**src/rtl/dtti_pkg.sv**
```systemverilog
// ----------------------------------------------------------------------------
// dtti_pkg
// Shared types and constants for the decimal text to integer converter.
// ----------------------------------------------------------------------------
`default_nettype none

package dtti_pkg;

    // ASCII codes recognised by the parser
    localparam logic [7:0] CH_ZERO  = 8'h30;
    localparam logic [7:0] CH_NINE  = 8'h39;
    localparam logic [7:0] CH_MINUS = 8'h2D;
    localparam logic [7:0] CH_PLUS  = 8'h2B;

    // Configuration register indexes
    localparam int unsigned CFG_INDEX_W = 2;
    localparam logic [CFG_INDEX_W-1:0] CFG_SIGNED_MODE = 2'd0;
    localparam logic [CFG_INDEX_W-1:0] CFG_UPPER_LIMIT = 2'd1;
    localparam logic [CFG_INDEX_W-1:0] CFG_LOWER_LIMIT = 2'd2;

    localparam logic [63:0] UPPER_LIMIT_RESET = 64'hFFFF_FFFF_FFFF_FFFF;
    localparam logic [63:0] LOWER_LIMIT_RESET = 64'h8000_0000_0000_0000;

    typedef struct packed {
        logic        signed_mode;
        logic [63:0] upper_limit;
        logic [63:0] lower_limit;
    } cfg_t;

    typedef struct packed {
        logic [7:0] char_code;
        logic       end_of_text;
    } item_t;

    typedef struct packed {
        logic [63:0] num_value;
        logic        status;
    } result_t;

endpackage

`default_nettype wire

```
**src/rtl/dtti_in_stage.sv**
```systemverilog
// ----------------------------------------------------------------------------
// dtti_in_stage
// Input register: captures one character item per transfer.
// ----------------------------------------------------------------------------
`default_nettype none

module dtti_in_stage
    import dtti_pkg::*;
(
    input  wire logic  clk,
    input  wire logic  rst_n,
    input  wire logic  s_tvalid,
    output logic       s_tready,
    input  wire logic  [7:0] s_tdata,
    input  wire logic  s_tlast,
    input  wire logic  take,
    output logic       item_valid,
    output item_t      item
);

    logic  valid_reg;
    logic  valid_next;
    item_t item_reg;

    // free when empty or the held item leaves this cycle
    assign s_tready   = !valid_reg || take;
    assign valid_next = s_tready ? s_tvalid : valid_reg;

    always_ff @(posedge clk or negedge rst_n)
    begin
        if (!rst_n)
        begin
            valid_reg <= 1'b0;
        end
        else
        begin
            valid_reg <= valid_next;
        end
    end

    always_ff @(posedge clk)
    begin
        if (s_tvalid && s_tready)
        begin
            item_reg.char_code   <= s_tdata;
            item_reg.end_of_text <= s_tlast;
        end
    end

    assign item_valid = valid_reg;
    assign item       = item_reg;

endmodule

`default_nettype wire

```
**src/rtl/dtti_accum.sv**
```systemverilog
// ----------------------------------------------------------------------------
// dtti_accum
// Text state and the per-character update: sign, digit, x10 + digit, range.
// ----------------------------------------------------------------------------
`default_nettype none

module dtti_accum
    import dtti_pkg::*;
(
    input  wire logic  clk,
    input  wire logic  rst_n,
    input  wire logic  step,
    input  wire item_t item,
    input  wire cfg_t  cfg,
    output logic       result_valid,
    output result_t    result
);

    logic [63:0] magnitude_reg, magnitude_next;
    logic        negative_reg, negative_next;
    logic        any_seen_reg, any_seen_next;
    logic        digit_seen_reg, digit_seen_next;
    logic        error_reg, error_next;

    logic        is_sign;
    logic        is_digit;
    logic [3:0]  digit;
    logic [67:0] product;
    logic [63:0] limit;
    logic        too_big;

    assign is_sign  = !any_seen_reg && cfg.signed_mode
                      && (item.char_code == CH_MINUS || item.char_code == CH_PLUS);
    assign is_digit = (item.char_code >= CH_ZERO) && (item.char_code <= CH_NINE);
    assign digit    = item.char_code[3:0];

    // x10 as x8 + x2; top nibble set means the value left 64 bits
    assign product = {1'b0, magnitude_reg, 3'b000} + {3'b000, magnitude_reg, 1'b0}
                     + {64'd0, digit};
    assign limit   = negative_reg ? (64'd0 - cfg.lower_limit) : cfg.upper_limit;
    assign too_big = (product[67:64] != 4'd0) || (product[63:0] > limit);

    always_comb
    begin
        magnitude_next  = magnitude_reg;
        negative_next   = negative_reg;
        any_seen_next   = any_seen_reg;
        digit_seen_next = digit_seen_reg;
        error_next      = error_reg;
        result_valid    = 1'b0;
        result.status   = error_reg || !digit_seen_reg;
        result.num_value = 64'd0;
        if (!result.status)
        begin
            result.num_value = negative_reg ? (64'd0 - magnitude_reg) : magnitude_reg;
        end
        if (step)
        begin
            if (item.end_of_text)
            begin
                result_valid    = 1'b1;
                magnitude_next  = 64'd0;
                negative_next   = 1'b0;
                any_seen_next   = 1'b0;
                digit_seen_next = 1'b0;
                error_next      = 1'b0;
            end
            else if (!error_reg)
            begin
                any_seen_next = 1'b1;
                if (is_sign)
                begin
                    negative_next = (item.char_code == CH_MINUS);
                end
                else if (!is_digit || too_big)
                begin
                    error_next = 1'b1;
                end
                else
                begin
                    magnitude_next  = product[63:0];
                    digit_seen_next = 1'b1;
                end
            end
        end
    end

    always_ff @(posedge clk or negedge rst_n)
    begin
        if (!rst_n)
        begin
            magnitude_reg  <= 64'd0;
            negative_reg   <= 1'b0;
            any_seen_reg   <= 1'b0;
            digit_seen_reg <= 1'b0;
            error_reg      <= 1'b0;
        end
        else
        begin
            magnitude_reg  <= magnitude_next;
            negative_reg   <= negative_next;
            any_seen_reg   <= any_seen_next;
            digit_seen_reg <= digit_seen_next;
            error_reg      <= error_next;
        end
    end

endmodule

`default_nettype wire

```
**src/rtl/dtti_out_stage.sv**
```systemverilog
// ----------------------------------------------------------------------------
// dtti_out_stage
// Result register on the master side.
// ----------------------------------------------------------------------------
`default_nettype none

module dtti_out_stage
    import dtti_pkg::*;
(
    input  wire logic    clk,
    input  wire logic    rst_n,
    input  wire logic    load,
    input  wire result_t result,
    output logic         can_load,
    output logic         m_tvalid,
    input  wire logic    m_tready,
    output logic  [63:0] m_tdata,
    output logic         m_tuser
);

    logic    valid_reg;
    logic    valid_next;
    result_t result_reg;

    assign can_load   = !valid_reg || m_tready;
    assign valid_next = load || (valid_reg && !m_tready);

    always_ff @(posedge clk or negedge rst_n)
    begin
        if (!rst_n)
        begin
            valid_reg <= 1'b0;
        end
        else
        begin
            valid_reg <= valid_next;
        end
    end

    always_ff @(posedge clk)
    begin
        if (load)
        begin
            result_reg <= result;
        end
    end

    assign m_tvalid = valid_reg;
    assign m_tdata  = result_reg.num_value;
    assign m_tuser  = result_reg.status;

endmodule

`default_nettype wire

```
**src/rtl/decimal_text_to_integer.sv**
```systemverilog
// ----------------------------------------------------------------------------
// decimal_text_to_integer
// Streaming ASCII decimal parser with configurable range check.
// ----------------------------------------------------------------------------
// Characters of one decimal number arrive one per transfer on the slave side;
// a transfer with s_tlast high ends the text and yields exactly one result:
// the 64-bit value (two's complement when negative) on m_tdata and a status
// bit on m_tuser (0 valid, 1 invalid; m_tdata is then zero). Character
// transfers yield nothing. In signed mode a single leading '-' or '+' is
// taken. Empty text, a lone sign, any non-digit, a value beyond 64 bits or
// beyond the limit (upper_limit, or -lower_limit for negative text) marks the
// text invalid until the terminator. Throughput is one item per clock
// unless a terminator finds the output full. The x10 + digit update
// (shift-add) and limit compare are combinational between input register and
// text state. Terminators pass the input and result registers. Configuration
// writes are always taken and should be made while the block is idle.
// ----------------------------------------------------------------------------
`default_nettype none

module decimal_text_to_integer
    import dtti_pkg::*;
(
    input  wire logic  clk,
    input  wire logic  rst_n,
    // character stream
    input  wire logic  s_tvalid,
    output logic       s_tready,
    input  wire logic  [7:0] s_tdata,       // [7:0] char_code
    input  wire logic  s_tlast,             // end_of_text
    // result stream
    output logic       m_tvalid,
    input  wire logic  m_tready,
    output logic       [63:0] m_tdata,      // [63:0] num_value
    output logic       m_tuser,             // [0] status
    // configuration writes
    input  wire logic  cfg_valid,
    output logic       cfg_ready,
    input  wire logic  [CFG_INDEX_W-1:0] cfg_index,
    input  wire logic  [63:0] cfg_data
);

    cfg_t    cfg_reg;
    logic    item_valid;
    item_t   item;
    logic    take;
    logic    out_free;
    logic    result_valid;
    result_t result;

    // Configuration registers; an unknown index is dropped
    assign cfg_ready = 1'b1;

    always_ff @(posedge clk or negedge rst_n)
    begin
        if (!rst_n)
        begin
            cfg_reg.signed_mode <= 1'b0;
            cfg_reg.upper_limit <= UPPER_LIMIT_RESET;
            cfg_reg.lower_limit <= LOWER_LIMIT_RESET;
        end
        else if (cfg_valid)
        begin
            unique case (cfg_index)
                CFG_SIGNED_MODE: cfg_reg.signed_mode <= cfg_data[0];
                CFG_UPPER_LIMIT: cfg_reg.upper_limit <= cfg_data;
                CFG_LOWER_LIMIT: cfg_reg.lower_limit <= cfg_data;
                default:         ;
            endcase
        end
    end

    // A character always moves on; a terminator waits for a free result slot
    assign take = item_valid && (!item.end_of_text || out_free);

    dtti_in_stage u_in (
        .clk        (clk),
        .rst_n      (rst_n),
        .s_tvalid   (s_tvalid),
        .s_tready   (s_tready),
        .s_tdata    (s_tdata),
        .s_tlast    (s_tlast),
        .take       (take),
        .item_valid (item_valid),
        .item       (item)
    );

    dtti_accum u_accum (
        .clk          (clk),
        .rst_n        (rst_n),
        .step         (take),
        .item         (item),
        .cfg          (cfg_reg),
        .result_valid (result_valid),
        .result       (result)
    );

    dtti_out_stage u_out (
        .clk      (clk),
        .rst_n    (rst_n),
        .load     (result_valid),
        .result   (result),
        .can_load (out_free),
        .m_tvalid (m_tvalid),
        .m_tready (m_tready),
        .m_tdata  (m_tdata),
        .m_tuser  (m_tuser)
    );

endmodule

`default_nettype wire
```
**config.mk**
```make
export PLATFORM = sky130hd
export DESIGN_NAME = decimal_text_to_integer
export DESIGN_NICKNAME = d
export VERILOG_FILES = /design/src/rtl/dtti_pkg.sv /design/src/rtl/dtti_in_stage.sv /design/src/rtl/dtti_accum.sv /design/src/rtl/dtti_out_stage.sv /design/src/rtl/decimal_text_to_integer.sv
export SDC_FILE = /design/constraint.sdc
export NUM_CORES = 1
export LEC_CHECK = 0
export BUFFER_PORTS_ARGS = -buffer_cell sky130_fd_sc_hd__buf_4
export CAP_MARGIN = 20
export CORE_UTILIZATION = 36
export DETAILED_ROUTE_END_ITERATION = 6
export SYNTH_ARGS = -nofsm -noshare
export SYNTH_HDL_FRONTEND = slang
export SYNTH_SLANG_ARGS = --single-unit
```
**constraint.sdc**
```tcl
create_clock -name clk -period 6.29 [get_ports clk]
set_clock_uncertainty 0.2 [all_clocks]
set_input_delay 0.9435 -clock clk [delete_from_list [all_inputs] [get_ports clk]]
set_output_delay 0.9435 -clock clk [all_outputs]
set_load 0.005 [all_outputs]
```
==> metrics.yaml <==
power_and_ir_drop:
  p_seq_share_pct: 45.2
  total_power_mw: 4.90
  leakagePower_nw: 10.4
  clkPwrFrac_pct: 41.3
  peakVddDrop_mv: 0.164
  p_sw_share_pct: 26.3
  power_density_nw_per_um2: 211
  p_comb_share_pct: 13.5
  p_sw_mw: 1.29
  internal_power_mw: 3.61
placed_design:
  dp_hpwl_mm: 42.4
  portBuffers: 146
  place_ws_ps: -191
  dp.cells: 2708
  dpl_cell_area_um2: 21600
  routabilityCongestion: 0.953
flow_run:
  drv_cap: 0
clock_tree:
  htree_levels: 2
  numCtsBuffers: 35
  cts_tree: "done"
  cts.sinks: 273
  clk_latency_ps: 560
  cts_buffer_depth: 3
  cts_root_buf: "clkbuf_16"
  clk_pin_slew_ps: 60
  holdBufCountCts: 0
cells_and_area:
  finalNonFillerCells: 2787
  fin_area_um2: 23200
  fin_nets: 2347
  area_growth_pct: 20.9
  largest_reg_flops: 129
  antenna_cells: 0
  utilization_pct: 44.1
  layout_commonest_cell: "buf_4"
  drive_gt1_share_pct: 27.1
  final_cell_mix: "buf_4, ha_1, nor2_1, dfrtp_1, mux2_2"
grt:
  grtUsageTotal_pct: 20.4
  grt_pass1_wl_mm: 86.6
  grt_overflow: 0
  grt_max_degree: 72
  antenna_found_initial: 0
  grt_pass1_vias: 15201
floorplan:
  dieHeight_um: 233
  dieArea_um2: 54300
  core_area_um2: 52700
  start_util_pct: 36.5
  io-pin-count: 148
  num_rows: 84
  fp.dieW_um: 233
detailed_routing:
  initialDrtViolationCount: 1044
  wl_mm: 56.2
  vias_per_cell: 5.47
  dr.pass1.iters: 5
  vias: 15245
  drc: 0
  routedWlPerCell_um: 20.2
  postRouteAntennaNets: 0
sta:
  setup_viol: 0
  slew_violations: 0
  finalCritPeriodShare_pct: 97.2
  slew_headroom_pct: 32.9
  min_period_ps: 6120
  whs_ps: 199
  fin_ws_ps: 173
  worstMarginPinSlew_ps: 1010
  hold_viol_final: 0
  max_freq_ghz: 0.163
  tns_ps: 0
setup_path:
  crit_arrival_ps: 6340
  crit_path_max_fanout: 8
  endpoint_kind: "register"
  setup.worst_path.class: "register to register"
  cp.required_ps: 6520
  worstSetupStartpointType: "register"
synthesis:
  synth_area_um2: 19200
  ys_async_sr_fraction_pct: 72.9
  syn-instance-count: 1853
  synth_nets: 2128
  ys.flop_type: "dfrtp_1"
  synth_area_per_cell_um2: 10.4
  synth_cell_types: 82
  yosys_warnings: 0
  ys_ff_latch: 273
  yosysSeqAreaShare_pct: 37.9
  synth-edff-count: 74
outcome:
  status: "finished clean"
worst_hold_path:
  holdCritPathClass: "primary input to asynchronous set/reset pin"
==> critical path: stages (launching register included) <==
cell and delay (ps):
edfxtp_1 390, inv_1 100, fa_2 480, fa_1 470, nand2b_1 190, a21o_1 200, buf_4 140, a21oi_1 170
o211a_1 230, o311a_1 240, nor2_1 90, o21ai_0 330, xor2_1 390, ha_1 310, and4_1 180, and4b_1 200
and2_1 170, nand3_1 70, a21oi_1 50, a211o_1 300, a21oi_2 150, nand3_2 130, buf_6 150, o21a_4 270
clkbuf_16 190, a22o_1 180
==> layer usage <==
metal | vias up | routed length, um | GRT usage, %
met5 | - | 0 | 0
met4 | 0 | 1070 | 5.02
met3 | 60 | 3100 | 2.77
met2 | 394 | 24800 | 30.8
met1 | 7429 | 27300 | 30.3
li1 | 7362 | - | -
==> final timing paths <==
check	from	end	depth (start not counted)	slack [ps]
min in group clk	u_accum.digit_seen_reg	u_accum.digit_seen_reg	1	320
setup reg to reg	u_in.item[4]	u_accum.magnitude_reg[15]	25	170
setup / recovery	u_in.item[4]	u_accum.magnitude_reg[15]	25	170
max in group asynchronous	rst_n	u_accum.negative_reg	2	4230
hold reg to reg	u_accum.digit_seen_reg	u_accum.digit_seen_reg	1	320
hold / removal	rst_n	cfg_reg[5]	1	200
==> layout make-up <==
class / instances / area, um2
clock buffers: 55 / 1060
flip-flops and latches: 273 / 7290
repair buffers: 251 / 2050
well taps: 688 / 861
inverters: 34 / 128
fillers: 5038 / 29400
clock inverters: 9 / 91.3
multi-input cells: 1477 / 11800
==> power by group through the flow <==
stage                     Combinational (mW)  Sequential (mW)  Clock (mW)
after detailed placement               0.644             2.25           0
after CTS                              0.650             2.21        2.08
final                                  0.660             2.22        2.02
after global routing                   0.734             2.24        2.14
after floorplan                        0.423             2.20           0
after global placement                 0.617             2.23           0
==> cells in the mapped netlist, types with 49 or more instances <==
cell type	n	area share, %
ha_1	193	13
nor2_1	142	2.8
dfrtp_1	134	17
mux2_2	130	7.6
a21oi_1	116	3.0
nand2_1	110	2.1
xor2_1	106	4.8
xnor2_1	75	3.4
edfxtp_1	74	12
o21ai_0	67	1.7
a22o_1	65	3.0
dfstp_2	65	8.9
mux2i_1	61	3.2
clkbuf_1	49	0.96
==> repair_timing <==
| action | in CTS | in global routing |
|---|---|---|
| endpoints found under the hold margin | 0 | 0 |
| pin swaps | 12 | 24 |
| gates resized for setup | 19 | 40 |
| gates cloned | 2 | 6 |
| endpoints found under the setup margin | 66 | 66 |
| buffers inserted | 4 | 4 |
==> cells by family after synthesis <==
family / share of synthesized area [%]
AOI/OAI and AO/OA: 14.7
xor gates and xnor gates: 8.25
adders and majority gates: 12.8
buffers and inverters: 2.32
DFF: 37.9
muxes: 10.8
other: 0.0195
and+or+nand+nor: 13.2
(Power assumes the default switching activity.)
